### src/rtl/core/lphj_pkg.sv
// ----------------------------------------------------------------------------
// lphj_pkg
// Types and constants shared by the linear-probe hash join unit.
// ----------------------------------------------------------------------------
package lphj_pkg;

  localparam int KEY_W           = 32;
  localparam int DEF_LOG_SLOTS   = 12;
  localparam int CFG_W           = 4;
  localparam int QUEUE_DEPTH     = 2;
  localparam logic [KEY_W-1:0] HASH_MULT        = 32'h9E37_79B1;
  localparam logic [CFG_W-1:0] INDEX_BITS_RESET = 4'd12;

  // item kinds
  localparam logic KIND_BUILD = 1'b0;
  localparam logic KIND_PROBE = 1'b1;

  typedef struct packed {
    logic             kind;
    logic [KEY_W-1:0] key;
    logic             last_item;
  } lphj_item_t;

  typedef struct packed {
    logic             hit;
    logic             table_full;
    logic [KEY_W-1:0] match_count;
  } lphj_result_t;

  localparam int ITEM_W = $bits(lphj_item_t);

  typedef enum logic [1:0] {
    ST_CLEAR,
    ST_IDLE,
    ST_WALK
  } lphj_state_t;

endpackage

### src/rtl/core/lphj_queue.sv
// ----------------------------------------------------------------------------
// lphj_queue
// Small register FIFO between the front and back ends.
// ----------------------------------------------------------------------------
module lphj_queue #(
  parameter int W     = 8,
  parameter int DEPTH = lphj_pkg::QUEUE_DEPTH,
  parameter int CNT_W = $clog2(DEPTH + 1),
  parameter int PTR_W = (DEPTH > 1) ? $clog2(DEPTH) : 1
) (
  input  logic             clk,
  input  logic             rst,
  input  logic             push,
  input  logic [W-1:0]     wdata,
  input  logic             pop,
  output logic [W-1:0]     rdata,
  output logic             empty,
  output logic [CNT_W-1:0] count
);

  logic [W-1:0]     slots [DEPTH];
  logic [PTR_W-1:0] head;
  logic [PTR_W-1:0] tail;
  logic             do_pop;
  logic             do_push;

  assign empty   = (count == '0);
  assign do_pop  = pop && !empty;
  assign do_push = push && (int'(count) < DEPTH);
  assign rdata   = slots[head];

  always_ff @(posedge clk) begin
    if (rst) begin
      head  <= '0;
      tail  <= '0;
      count <= '0;
    end else begin
      if (do_push) begin
        tail <= (int'(tail) == DEPTH - 1) ? '0 : tail + 1'b1;
      end
      if (do_pop) begin
        head <= (int'(head) == DEPTH - 1) ? '0 : head + 1'b1;
      end
      if (do_push && !do_pop) begin
        count <= count + 1'b1;
      end else if (do_pop && !do_push) begin
        count <= count - 1'b1;
      end
    end
  end

  always_ff @(posedge clk) begin
    if (do_push) begin
      slots[tail] <= wdata;
    end
  end

endmodule

### config.mk
export PLATFORM = sky130hd
export DESIGN_NAME = lphj_queue
export DESIGN_NICKNAME = d
export VERILOG_FILES = /design/src/rtl/core/lphj_pkg.sv /design/src/rtl/core/lphj_queue.sv
export SDC_FILE = /design/constraint.sdc
export NUM_CORES = 1
export LEC_CHECK = 0
export BUFFER_PORTS_ARGS = -buffer_cell sky130_fd_sc_hd__buf_2
export CORE_MARGIN = 3
export CORE_UTILIZATION = 52
export CTS_CLUSTER_DIAMETER = 30
export DETAILED_ROUTE_END_ITERATION = 10
export GPL_ROUTABILITY_DRIVEN = 0
export GPL_TIMING_DRIVEN = 0
export MAX_ROUTING_LAYER = met4
export PLACE_DENSITY = 0.83
export SYNTH_ARGS = -nofsm -noshare
export SYNTH_HDL_FRONTEND = slang
export SYNTH_SLANG_ARGS = --single-unit
### constraint.sdc
create_clock -name clk -period 2.2 [get_ports clk]
set_input_delay 0.11 -clock clk [delete_from_list [all_inputs] [get_ports clk]]
set_output_delay 0.11 -clock clk [all_outputs]
set_load 0.01 [all_outputs]
# Word-level counts from Yosys, hierarchy flattened
# Memory sizes are Yosys's and may differ from the RTL's. A register that Yosys moved wholly into a read port is not among the register bits.
# Cells that the tools add are included.
[op_classes]
addsub = 4
order_cmp = 1
n_mux = 8
reduce_logical = 9
[ops]
columns = ["operator", "n"]
rows = [
  ["$mux 1", 6],
  ["$logic_and 1x1->1", 4],
  ["$mux 2", 2],
  ["$logic_not 1->1", 3],
  ["$add 1x1->1 const B", 2],
  ["$add 2x1->2 const B", 1],
  ["$logic_not 2->1", 1],
  ["$lt 2x2->1 const B", 1],
  ["$reduce_bool 2->1", 1],
  ["$sub 2x1->2 const B", 1],
]
[totals]
regBits = 4
ram_bits = 16
in_bits = 12
out_inout_bits = 11
wordCells = 26
n_memories = 1
[mem_list]
columns = ["memory", "words", "width", "read_ports", "rd_clocked_by_memory_dff", "write_ports", "line", "source"]
rows = [
  ["slots", 2, 8, 1, 1, 1, "lphj_queue.sv:21", "logic [W-1:0] slots [DEPTH];"],
]

# Longest topological paths before layout
[logic_depth]
word_depth = 6
ltp_mapped = 5
mapped_depth_nobuf = 5

# Worst setup path before layout
# OpenSTA, ideal clock, no wires.
[synth_timing]
kind = "register -> register"
start = "register count[0]"
end = "register count[1]"
setup_time_ps = 70
t_arrival_ps = 1423
required_time_ps = 2130
setup_slack_ps = 708
stages_incl_launch_ff = 5
path_buffers = 0
synth_period_minus_slack_ps = 1492
cell_sequence = "dfxtp_1 -> o21ai_0 -> ha_1 -> or3_1 -> a21oi_1"
[synth_via]
elab_chain_cells = 6
elab_cells_between_ends = 14
classes_between = "2 x add/sub; 1 x order compare; 2 x mux; 9 x reduce/logical"
[synth_rtl]
columns = ["item", "line", "source"]
rows = [
  ["start, declared", "lphj_queue.sv:18", "output logic [CNT_W-1:0] count"],
  ["start signal, assigned", "lphj_queue.sv:45", "count <= count + 1'b1;"],
  ["start signal, assigned", "lphj_queue.sv:47", "count <= count - 1'b1;"],
  ["branches (longest 6 deep; another with $lt 2x2->1)", "-", ""],
]
# Several ways; the timed one is not identified. The select of a mux whose other input is x is not followed.
# A chain may end at the register's enable or synchronous reset.

# Worst setup path after layout
[layout_timing]
start = "register count[1]"
end = "memory slots[0][0], enable pin"
[layout_via]
elab_chain_cells = 4
[layout_rtl]
columns = ["item", "line", "source"]
rows = [
  ["$lt 2x2->1", "lphj_queue.sv:29", "assign do_push = push && (int'(count) < DEPTH);"],
  ["$logic_and 1x1->1", "lphj_queue.sv:29", ""],
  ["$mux 1", "lphj_queue.sv:53", "if (do_push) begin"],
  ["$mux 1 (implied by the code)", "lphj_queue.sv:54", "slots[tail] <= wdata;"],
  ["end, declared", "lphj_queue.sv:21", ""],
]
# Every way passes these cells.

==> flow_metrics.tcl <==
set metrics [dict create \
    status "finished clean" \
    drt_iter0_drc 6 \
    grt_overflow_total 0 \
    dp_hpwl_um 940.5 \
    slowest_stage "nor2b_1" \
    fin_nets 94 \
    rows 13 \
    fp.dieH_um 44.78 \
    clk_latency_ns 0.28 \
    ys_seq_elements 21 \
    drcViolationCount 0 \
    maxCapViolations 0 \
    clkTransAtPathRegs_ns 0.11 \
    synth_top_area_share_pct 61.44 \
    start_util_pct 57.92 \
    synth_nets 60 \
    slew_viol_final 0 \
    port_buffers 22 \
    synth_compound_area_share_pct 1.920 \
    critical_path_class "flop to flop" \
    yosysSeqAreaShare_pct 74.24 \
    layout_commonest_cell "buf_2" \
    postRouteAntennaNets 0 \
    wirelength_um 1277 \
    post_drt_wl_per_cell_um 13.44 \
    cts.path.max_buffers 2 \
    fillers 91 \
    synth_area_sq_um 782.0 \
    drive_gt1_share_pct 42.50 \
    insertedDiodeCount 0 \
    hold_viol_final 0 \
    fin_crit_ns 1.607 \
    grt_setup_unrepaired "no" \
    synth_xor_area_share_pct 4.480 \
    cts-root-buf "clkbuf_4" \
    wl_met1_um 497 \
    power_density_mw_per_mm2 1082 \
    wl_met3_um 56 \
    p_leak_nw 0.4037 \
    grt_antenna_before_repair 0 \
    met2WireLength_um 722 \
    fmax_mhz 622.3 \
    grt_pass1_vias 457 \
    cp-start-kind "flop" \
    cp.required_ns 2.13 \
    skew_ns 0.003535 \
    avgSynthCellArea_sq_um 16.64 \
    finalCritPeriodShare_pct 73.05 \
    grt_first_pass_wirelength_um 1932 \
    synthSimpleGateAreaFrac_pct 5.600 \
    critPathArrivalTime_ns 1.53 \
    yosys-top-cells-area "edfxtp_1 (61%), dfxtp_1 (13%), mux2_2 (12%)" \
    netlist_instances 47 \
    worstMarginPinSlew_ns 0.7234 \
    min_path_type "primary input to flop" \
    dr.pass1.iters 4 \
    path_max_fanout 8 \
    die_w_um 44.78 \
    synth_top_family_by_area "multiplexers" \
    ys_types 13 \
    grt_max_degree 12 \
    end_kind "flop" \
    cts_tree "built" \
    area_growth_pct 28.80 \
    final_cell_mix "buf_2 (23), edfxtp_1 (16), mux2_2 (8)" \
    synth_warnings 0 \
    vias 464 \
    setup_viol 0 \
    synthMuxAreaShare_pct 11.52 \
    cts_inserted_buffers 3 \
    h-tree-depth 1 \
    path_cells "nor2b_1 > nor2b_1" \
    final.setup.tns_ns 0 \
    slew-limit-headroom_pct 51.67 \
    yosysTopAreaCell "edfxtp_1" \
    cts_resized 0 \
    synthAdderAreaFrac_pct 1.600 \
    fp.coreArea_sq_mm 0.001350 \
    holdWs_ns 0.01693 \
    cp_slowest_stage_delay_ns 0.64 \
    highest_layer "met3" \
    clkSinkCount 21 \
    crit_path_frequent_cell "nor2b_1" \
    fin_util_pct 74.61 \
    ir_worst_vdd_mv 0.6931 \
    ios 23 \
    dieArea_sq_mm 0.002005 \
    grt.total_usage_pct 13.93 \
    viasPerCell 4.884 \
]
## metal layers
layer,global-route usage [%],up-vias
met5,-,-
met3,5.179,0
met2,25.50,11
li1,-,237
met1,14.55,216
met4,1.754,0
## cell usage after synthesis
library cell   n
nor2_1         5
edfxtp_1      16
mux2_2         8
or3_1          1
buf_2          1
xnor2_1        1
xor2_1         3
nor2b_1        2
a21oi_1        1
dfxtp_1        5
o21ai_0        2
and2_1         1
ha_1           1
## per-stage QoR
step           std cells  total power, mW  area (sq um)  setup slack (ns)
6_report              95            1.090          1007            0.5929
4_1_cts               88            1.096         937.1            0.5774
5_1_grt               95            1.166          1007            0.4547
3_3_place_gp          84           0.9060         910.9            0.6133
3_5_place_dp          84           0.9268         910.9            0.5959
2_1_floorplan         47           0.7966         782.0            0.7075
## report_power, final
part / internal (mW) / switching (mW) / total (mW) / leakage, nW
clock: 0.0702 / 0.101 / 0.171 / 0.0150
combinational: 0.176 / 0.188 / 0.364 / 0.198
sequential: 0.517 / 0.0377 / 0.555 / 0.191
total: 0.763 / 0.327 / 1.09 / 0.404
## what timing repair did
item,CTS,global route
setup buffers,0,0
hold buffers,0,7
hold endpoints to repair,0,14
## area by class of cell
cell class	instances	area, sq um	share of cell area [%]
Sequential cell	21	580.6	57.64
Multi-Input combinational cell	25	196.4	19.50
Timing Repair Buffer	29	180.2	17.89
Clock buffer	4	26.28	2.609
Tap cell	15	18.77	1.863
Buffer	1	5.005	0.4969
## path summary, 6_finish.rpt
kind	slack, ns	end	depth (start not counted)	from
setup / recovery	0.59	slots[0][0]	2	count[1]
hold reg to reg	0.53	head	2	head
hold / removal	0.02	slots[0][6]	1	wdata[6]
setup reg to reg	0.59	slots[0][0]	2	count[1]
## flip-flops by register name, indices dropped and copies added (netlist names), named ones only
name	flops
slots	16
tail	1
head	1
count	2
## critical path, delay by kind of cell, from the launching register on
kind          cells  cell delay [ns]
flops             1             0.35
simple gates      2             0.89
## kinds of logic after synthesis
logic type	Yosys count
DFF	21
and+or+nand+nor	9
muxes	8
xor gates and xnor gates	4
AOI/OAI and AO/OA	3
buffers and inverters	1
adders and majority gates	1
Power figures use the tool's default switching activity.
