## src/rtl/core/lphj_pkg.sv

```systemverilog
// ----------------------------------------------------------------------------
// lphj_pkg
// Types and constants shared by the linear-probe hash join unit.
// ----------------------------------------------------------------------------
package lphj_pkg;

  localparam int KEY_W           = 32;
  localparam int DEF_LOG_SLOTS   = 12;
  localparam int CFG_W           = 4;
  localparam int QUEUE_DEPTH     = 2;
  localparam logic [KEY_W-1:0] HASH_MULT        = 32'h9E37_79B1;
  localparam logic [CFG_W-1:0] INDEX_BITS_RESET = 4'd12;

  // item kinds
  localparam logic KIND_BUILD = 1'b0;
  localparam logic KIND_PROBE = 1'b1;

  typedef struct packed {
    logic             kind;
    logic [KEY_W-1:0] key;
    logic             last_item;
  } lphj_item_t;

  typedef struct packed {
    logic             hit;
    logic             table_full;
    logic [KEY_W-1:0] match_count;
  } lphj_result_t;

  localparam int ITEM_W = $bits(lphj_item_t);

  typedef enum logic [1:0] {
    ST_CLEAR,
    ST_IDLE,
    ST_WALK
  } lphj_state_t;

endpackage

```

## src/rtl/core/lphj_front.sv

```systemverilog
// ----------------------------------------------------------------------------
// lphj_front
// Accepts items, hashes the key to its home slot, pushes commands to queue.
// ----------------------------------------------------------------------------
module lphj_front #(
  parameter int LOG_SLOTS = lphj_pkg::DEF_LOG_SLOTS,
  parameter int BW        = $clog2(LOG_SLOTS + 1),
  parameter int CNT_W     = $clog2(lphj_pkg::QUEUE_DEPTH + 1)
) (
  input  logic                                    clk,
  input  logic                                    rst,
  input  logic                                    start,
  input  logic                                    hold,
  output logic                                    busy,
  input  lphj_pkg::lphj_item_t                    cmd,
  input  logic [BW-1:0]                           bits,
  input  logic [CNT_W-1:0]                        q_count,
  output logic                                    q_push,
  output logic [lphj_pkg::ITEM_W+LOG_SLOTS-1:0]   q_data
);
  import lphj_pkg::*;

  logic             s1_valid;
  lphj_item_t       s1_item;
  logic [KEY_W-1:0] s1_prod;
  logic [5:0]       shamt;
  logic [KEY_W-1:0] hashed;
  logic             accept;

  // conservative: room for the staged item plus the new one, ignoring pops
  assign busy   = hold || ((int'(q_count) + int'(s1_valid)) >= QUEUE_DEPTH);
  assign accept = start && !busy;

  always_ff @(posedge clk) begin
    if (rst) begin
      s1_valid <= 1'b0;
    end else begin
      s1_valid <= accept;
    end
  end

  always_ff @(posedge clk) begin
    if (accept) begin
      s1_item <= cmd;
      s1_prod <= cmd.key * HASH_MULT;
    end
  end

  // home slot = top "bits" bits of the product
  assign shamt  = 6'd32 - 6'(bits);
  assign hashed = s1_prod >> shamt;

  assign q_push = s1_valid;
  assign q_data = {s1_item, hashed[LOG_SLOTS-1:0]};

endmodule

```

## config.mk

```make
export PLATFORM = sky130hd
export DESIGN_NAME = lphj_front
export DESIGN_NICKNAME = d
export VERILOG_FILES = /design/src/rtl/core/lphj_pkg.sv /design/src/rtl/core/lphj_front.sv
export SDC_FILE = /design/constraint.sdc
export NUM_CORES = 1
export LEC_CHECK = 0
export BUFFER_PORTS_ARGS = -buffer_cell sky130_fd_sc_hd__buf_4
export CORE_MARGIN = 4
export CORE_UTILIZATION = 60
export DETAILED_ROUTE_END_ITERATION = 16
export MAX_ROUTING_LAYER = met4
export PLACE_DENSITY = 0.81
export SLEW_MARGIN = 30
export SYNTH_ARGS = -nofsm -noshare
export SYNTH_HDL_FRONTEND = slang
export SYNTH_SLANG_ARGS = --single-unit
```

## constraint.sdc

```tcl
create_clock -name clk -period 20.8 [get_ports clk]
set_input_delay 4.16 -clock clk [delete_from_list [all_inputs] [get_ports clk]]
set_output_delay 4.16 -clock clk [all_outputs]
set_load 0.01 [all_outputs]
```

# Yosys cells after proc, flatten, opt, wreduce, memory -nomap -nowiden
# Index checks and enable logic that the tools add are counted.
# op_classes
n_shift	1
order_cmp	1
n_addsub	2
reduce_logical	3
muxes	0
n_eq_ne	0
bitwise_logic	0
div_mod_pow	0
n_mul	1
# op_table
cell	n
$mul A32 B32 Y32 const B	1
$shr A32 B6 Y12	1
$sub A6 B4 Y6 const A	1
$add A2 B1 Y3	1
$ge A3 B2 Y1 const B	1
$logic_and A1 B1 Y1	1
$logic_not A1 Y1	1
$logic_or A1 B1 Y1	1
# word_totals
mem_bits_ro	0
memories	0
output_inout_bits	48
in_bits	44
mem_bits_rw	0
latch_bits	0
register_bits	67

# Longest topological paths before layout
# Gate-level depths: netlist (run 1).
# logic_depth
depth_word	5
ltp_mapped	24
depth_no_buf	24

# Worst setup path after synthesis (run 1)
# OpenSTA, ideal clock, no wires.
# synth_timing
kind	input to output
startpoint	in bits[0]
endpoint	out q_data[3] in the netlist's numbering
arrival_ps	6397
slack_ps	10243
stages	11
required_ps	16640
path_cell_list	buf_4 > buf_4 > buf_2 > inv_1 > ha_1 > xor2_1 > clkbuf_1 > clkbuf_1 > nor2_1 > a311o_1 > a21oi_1
# synth_between
elab_chain_len	2
# synth_rtl
item	line	rtl
start: declaration	lphj_front.sv:16	input logic [BW-1:0] bits,
$sub A6 B4 Y6	lphj_front.sv:50	assign shamt = 6'd32 - 6'(bits);
$shr A32 B6 Y12	lphj_front.sv:51	assign hashed = s1_prod >> shamt;
end: declaration	lphj_front.sv:19	output logic [lphj_pkg::ITEM_W+LOG_SLOTS-1:0] q_data
# Every way passes these cells.

# Worst setup path in the final report (run 1)
# layout_timing
startpoint	in bits[0]
endpoint	out q_data[8] in the netlist's numbering
# The elaborated chain is that of the path after synthesis.

==> metrics, run 1 <==
worst r2r src=q_push$_SDFF_PP0_; Mapped Cells=between 1000 and 1500; most common cell after layout, fill and taps aside=inv_1; Layout Utilization=0.680; initial drt markers=between 400 and 500; ys flop type=edfxtp_1; Seq/Total Area, Yosys=0.156; max-cap violations=0; Initial Util=0.615; grt ovf=0; Critical R2R Capture=s1_prod[13]$_DFFE_PP_; worst-margin pin slew=a little over 800 ps; Fmax achieved=between 0.09 and 0.1 GHz; slew margin rel.=0.446; Root Buffer=clkbuf_16; finished layout cell area=roughly 13000 µm²; HP Class=reg -> reg; initial antenna violation count=0; H-tree levels=3; Syn Nets=approximately 1600; Layout fillers=1470; TNS Setup=0 ps; Die Span X=150 µm; first-pass GRT wire length=roughly 46000 µm; post-synthesis register bit count=63; WS Path Type=in -> out; most frequent cells in the layout=347 x inv_1, 204 x fa_1, 188 x ha_1; Post-CTS Hold Fix Bufs=0; RSZ-0062 raised after global routing=no; critical path data required time=around 17000 ps; Avg WL per Cell=~19 µm; Worst-path clk slew=60 ps; hold path startpoint=q_push$_SDFF_PP0_; Worst Hold Depth=3; EDFF count, synth=62; post-route minimum period=approximately 11000 ps; Die Ht=around 150 µm; area grow syn2layout=10.5%; syn_area_per_cell=around 11 µm²; post_cts resized=0; first-pass detailed-route iteration total=5; status=complete, no violations; vias in the first global route=9141; Core Region=around 20000 µm²; fin crit share=0.525; crit end category=output pin; Total Routing Usage GR=0.279; final wirelength=28100 µm; CTS tree=done; Post-synth ARST share=0; drc violations=0; dpl hpwl=roughly 23000 µm; hold path endpoint=q_data[12]$_DFFE_PP_; Syn. warnings=0; Final Hold Viols=0; final net count=around 1700; CTS Buf Count=9; Worst-Skew Late Latency=~350 ps; Ports=92; Yosys cell types=50; post-CTS setup buffers=0; Post-Place Cell Area=~13000 µm²; post-DR vias/cell=~5.5; largest net degree at the start of global routing=between 60 and 70; clk_skew=about 5.5 ps; Post-DRT Antenna Nets=0; site row count=slightly above 50; final hold slack=~1200 ps; CTS Sinks=63; Synth Cell Area=~12000 µm²; Setup violations, final=0; Max Slew Vio Count=0; routed vias=a little over 8000; type of origin of the critical path=input pin; ratio of cells with drive above 1 in the final layout=0.110; IO Port Bufs=91; Routability Congestion=approximately 0.95; Die Area=between 20000 and 25000 µm²; Worst R2R Path Depth=3; maximum clock path buffer count=2; Max Fanout on Critical Path=42; Antenna Cells=0; data arrival time of the worst path=slightly below 7000 ps; r2r setup slk=18980 ps
==> layer usage <==
metal	track usage	wire, µm
met3	0.0373	1400
met1	0.329	11100
met4	0.112	1170
met2	0.485	14400
met5	-	0
==> synth_stat cells, types with 3 or more instances <==
cell,number,area [µm²]
inv_1,347,1300
fa_1,204,4080
ha_1,188,2350
edfxtp_1,62,1860
xnor2_1,50,438
a21oi_1,40,200
nand2_1,33,124
nor2_1,29,109
o21ai_0,20,100
mux2i_1,16,160
a211oi_1,13,97.6
mux4_2,11,248
xor2_1,11,96.3
a21o_1,10,75.1
clkbuf_1,9,33.8
nand3_1,8,40.0
nor3_1,8,40.0
buf_2,7,35.0
mux2_2,7,78.8
nor2b_1,7,43.8
o211ai_1,7,52.6
o21a_1,7,52.6
buf_4,6,45.0
a31oi_1,4,25.0
o21bai_1,4,30.0
and2_1,3,18.8
nand2b_1,3,18.8
nand4_1,3,18.8
o31a_1,3,26.3
==> stage by stage <==
| step | worst slack (ps) | instances |
|---|---|---|
| 2_1_floorplan | 10240 | 1147 |
| 3_3_place_gp | 9940 | 1483 |
| 3_5_place_dp | 9900 | 1483 |
| 4_1_cts | 9880 | 1499 |
| 5_1_grt | 9560 | 1499 |
| 6_report | 9880 | 1499 |
==> critical path, stage by stage <==
cell	delay, ps
buf_4	450
inv_1	160
ha_1	310
buf_4	330
inv_1	300
mux2i_1	210
nor2_1	150
a21oi_1	70
mux2_2	270
a21oi_1	150
nor2_1	60
buf_4	140
==> worst max-delay path by stage <==
stage,from,to,slack [ps],depth (start not counted)
global route,bits[0],q_data[6],9560,12
finish,bits[0],q_data[8],9880,12
detailed placement,bits[0],q_data[8],9900,12
CTS,bits[0],q_data[8],9880,12
global placement,bits[0],q_data[8],9940,12
floorplan,bits[0],q_data[3],10240,11
==> kinds of logic (layout without fill, tap and decap cells) <==
kind of cell             count (synthesis)  in the layout  share of synthesized area
flip-flops                              63             63                      0.156
AND/OR/NAND/NOR                        102            102                     0.0398
XOR/XNOR                                61             61                     0.0443
adder cells (fa/ha/maj)                392            392                      0.534
multiplexers                            34             34                     0.0404
AO/OA/AOI/OAI                          124            124                     0.0674
buffers and inverters                  371            458                      0.118
==> sequential cells by signal, summed over array words and instances, names as in the netlist <==
signal,cells
q_push,1
s1_prod,28
q_data,34
==> layout make-up <==
| class | instances | area (µm²) | area share |
|---|---|---|---|
| clock buffers | 9 | 225 | 0.0169 |
| clock inverters | 7 | 121 | 0.00911 |
| flip-flops and latches | 63 | 1880 | 0.141 |
| multi-input cells | 713 | 8750 | 0.657 |
| inverters | 347 | 1300 | 0.0977 |
| repair buffers | 95 | 713 | 0.0535 |
| well taps | 265 | 332 | 0.0249 |
Power of run 1 is left out: the tool's default activity adds up to more than one toggle a clock period on the data nets, which glitch-free logic cannot reach.
==> inputs of run 2 (changes only) <==
==> constraint.sdc (replaced) <==
create_clock -name clk -period 10.1 [get_ports clk]
set_input_delay 2.02 -clock clk [delete_from_list [all_inputs] [get_ports clk]]
set_output_delay 2.02 -clock clk [all_outputs]
set_load 0.01 [all_outputs]
==> run 2 against run 1 <==
Compared with the run above:
- clock skew grew 7.6 ps
- non-clock buffer count is the same
- hold slack got worse by 2.7 ps
- via count is 0.57% lower
- clock-buffer cell count stayed put
- sequential cell count stayed put
- final cell count unchanged
- highest routed layer unchanged
==> metrics, run 2 (same netlist as run 1, synthesis figures left out) <==
most frequent cells in the layout=347 x inv_1, 204 x fa_1, 188 x ha_1; HP Class=reg -> reg; Setup violations, final=0 (unchanged); CTS Sinks=63 (unchanged); WL met1=11100 µm (-0.18%); first-pass GRT wire length=46100 µm (+0.13%); vias in the first global route=9293 (+1.7%); Antenna Cells=0 (unchanged); grt ovf=0 (unchanged); Ports=92 (unchanged); initial antenna violation count=0 (unchanged); final wirelength=28300 µm (+0.57%); worst r2r src=q_push$_SDFF_PP0_; IO Port Bufs=91 (unchanged); Post-DRT Antenna Nets=0 (unchanged); type of origin of the critical path=input pin; post-CTS setup buffers=0 (unchanged); dpl hpwl=23700 µm (+0.83%); clk_skew=13.0 ps (+7.58 ps); Root Buffer=clkbuf_16; WL met2=14500 µm (+0.23%); Worst Setup SP=cmd[5]; area grow syn2layout=10.3%; WS Path Type=in -> reg; Die Ht=150 µm (unchanged); Critical R2R Capture=q_data[24]$_DFFE_PP_; worst-margin pin slew=855 ps (+23.8 ps); routed vias=8159 (-0.57%); Worst-path clk slew=70 ps (about the same); Worst R2R Path Depth=3 (unchanged); post_cts resized=0 (unchanged); initial drt markers=359 (-19%); Worst Hold Depth=3 (unchanged); post-DR vias/cell=5.44 (-0.57%); Final Hold Viols=0 (unchanged); crit end category=flop; Critical Path End=s1_prod[31]$_DFFE_PP_; Avg WL per Cell=18.9 µm (+0.57%); met3 wire len=1180 µm (-16%); Worst-Skew Late Latency=350 ps (about the same); RSZ-0062 raised after global routing=no; max-cap violations=0 (unchanged); most common cell after layout, fill and taps aside=inv_1; Max Fanout on Critical Path=10 (-76%); fin crit share=0.814; Routability Congestion=0.983 (+4.0%); Die Area=22400 µm² (unchanged); site row count=51 (unchanged); max reg flops=34 (unchanged); slew margin rel.=0.426 (-0.0200); CTS Buf Count=9 (unchanged); CTS tree=done; data arrival time of the worst path=8300 ps (+1540 ps); Die Span X=150 µm (unchanged); final net count=1665 (unchanged); ratio of cells with drive above 1 in the final layout=0.110 (unchanged); Post-CTS Hold Fix Bufs=0 (unchanged); post-route minimum period=approximately 8200 ps; first-pass detailed-route iteration total=5 (unchanged); H-tree levels=3 (unchanged); r2r setup slk=8290 ps (-10690 ps); critical path data required time=10180 ps (-6460 ps); Layout Utilization=0.679 (-0.00121); Initial Util=0.615 (unchanged); Fmax achieved=~0.12 GHz; Post-Place Cell Area=13000 µm² (unchanged); status=complete, no violations; maximum clock path buffer count=2 (unchanged); finished layout cell area=13300 µm² (-0.18%); largest net degree at the start of global routing=64 (unchanged); drc violations=0 (unchanged); Total Routing Usage GR=0.280 (+0.00105); Max Slew Vio Count=0 (unchanged); TNS Setup=0 ps (unchanged); highest metal used=met4; Core Region=19600 µm² (unchanged)
-- run 2: changes by cell type in the layout (fill, tap and decap cells not counted), sizes merged --
cell,before,now
bufinv,3,2
clkinv,4,3
clkinvlp,0,2
-- run 2: worst max-delay path: stages --
cell and delay (ps):
buf_4 180, inv_1 130, fa_1 550, inv_1 50
fa_1 380, fa_1 490, inv_1 50, fa_1 470
inv_1 50, fa_1 500, inv_1 60, fa_1 530
inv_1 50, fa_1 470, inv_1 50, fa_1 470
inv_1 40, ha_1 330, a211oi_1 330, a32oi_1 210
and4_1 230, o21a_1 100, nor3_1 290, a21oi_1 130
xnor2_1 140
-- run 2: stage by stage --
step | hold slack (ps) | setup slack [ps] | cells
floorplan | 1650 | 2050 | 1147
global placement | 1210 | 1620 | 1483
detailed placement | 1240 | 1510 | 1483
CTS | 1260 | 1900 | 1499
global route | 1330 | 1620 | 1499
finish | 1230 | 1880 | 1499
-- run 2: layer usage --
layer	vias up	GRT usage
met4	0	0.137
met1	4046	0.322
met3	99	0.0376
met5	-	-
li1	3774	-
met2	240	0.484
-- run 2: cell type report --
cell class	instances	area, µm²
timing repair buffer	95	713
multi-input combinational	713	8750
clock inverter	7	97.6
inverter	347	1300
fill	1458	6290
sequential	63	1880
clock buffer	9	225
tap	265	332
-- run 2: how the worst min path moves through the flow --
| stage | startpoint | endpoint | slack (ps) |
|---|---|---|---|
| after detailed placement | q_push$_SDFF_PP0_ | q_data[12]$_DFFE_PP_ | 1240 |
| after floorplan | q_push$_SDFF_PP0_ | q_data[12]$_DFFE_PP_ | 1650 |
| final | q_push$_SDFF_PP0_ | q_data[36]$_DFFE_PP_ | 1230 |
| after global routing | q_push$_SDFF_PP0_ | q_data[36]$_DFFE_PP_ | 1330 |
| after CTS | q_push$_SDFF_PP0_ | q_data[12]$_DFFE_PP_ | 1260 |
| after global placement | q_push$_SDFF_PP0_ | q_data[12]$_DFFE_PP_ | 1210 |
Power of run 2 is left out for the same reason.
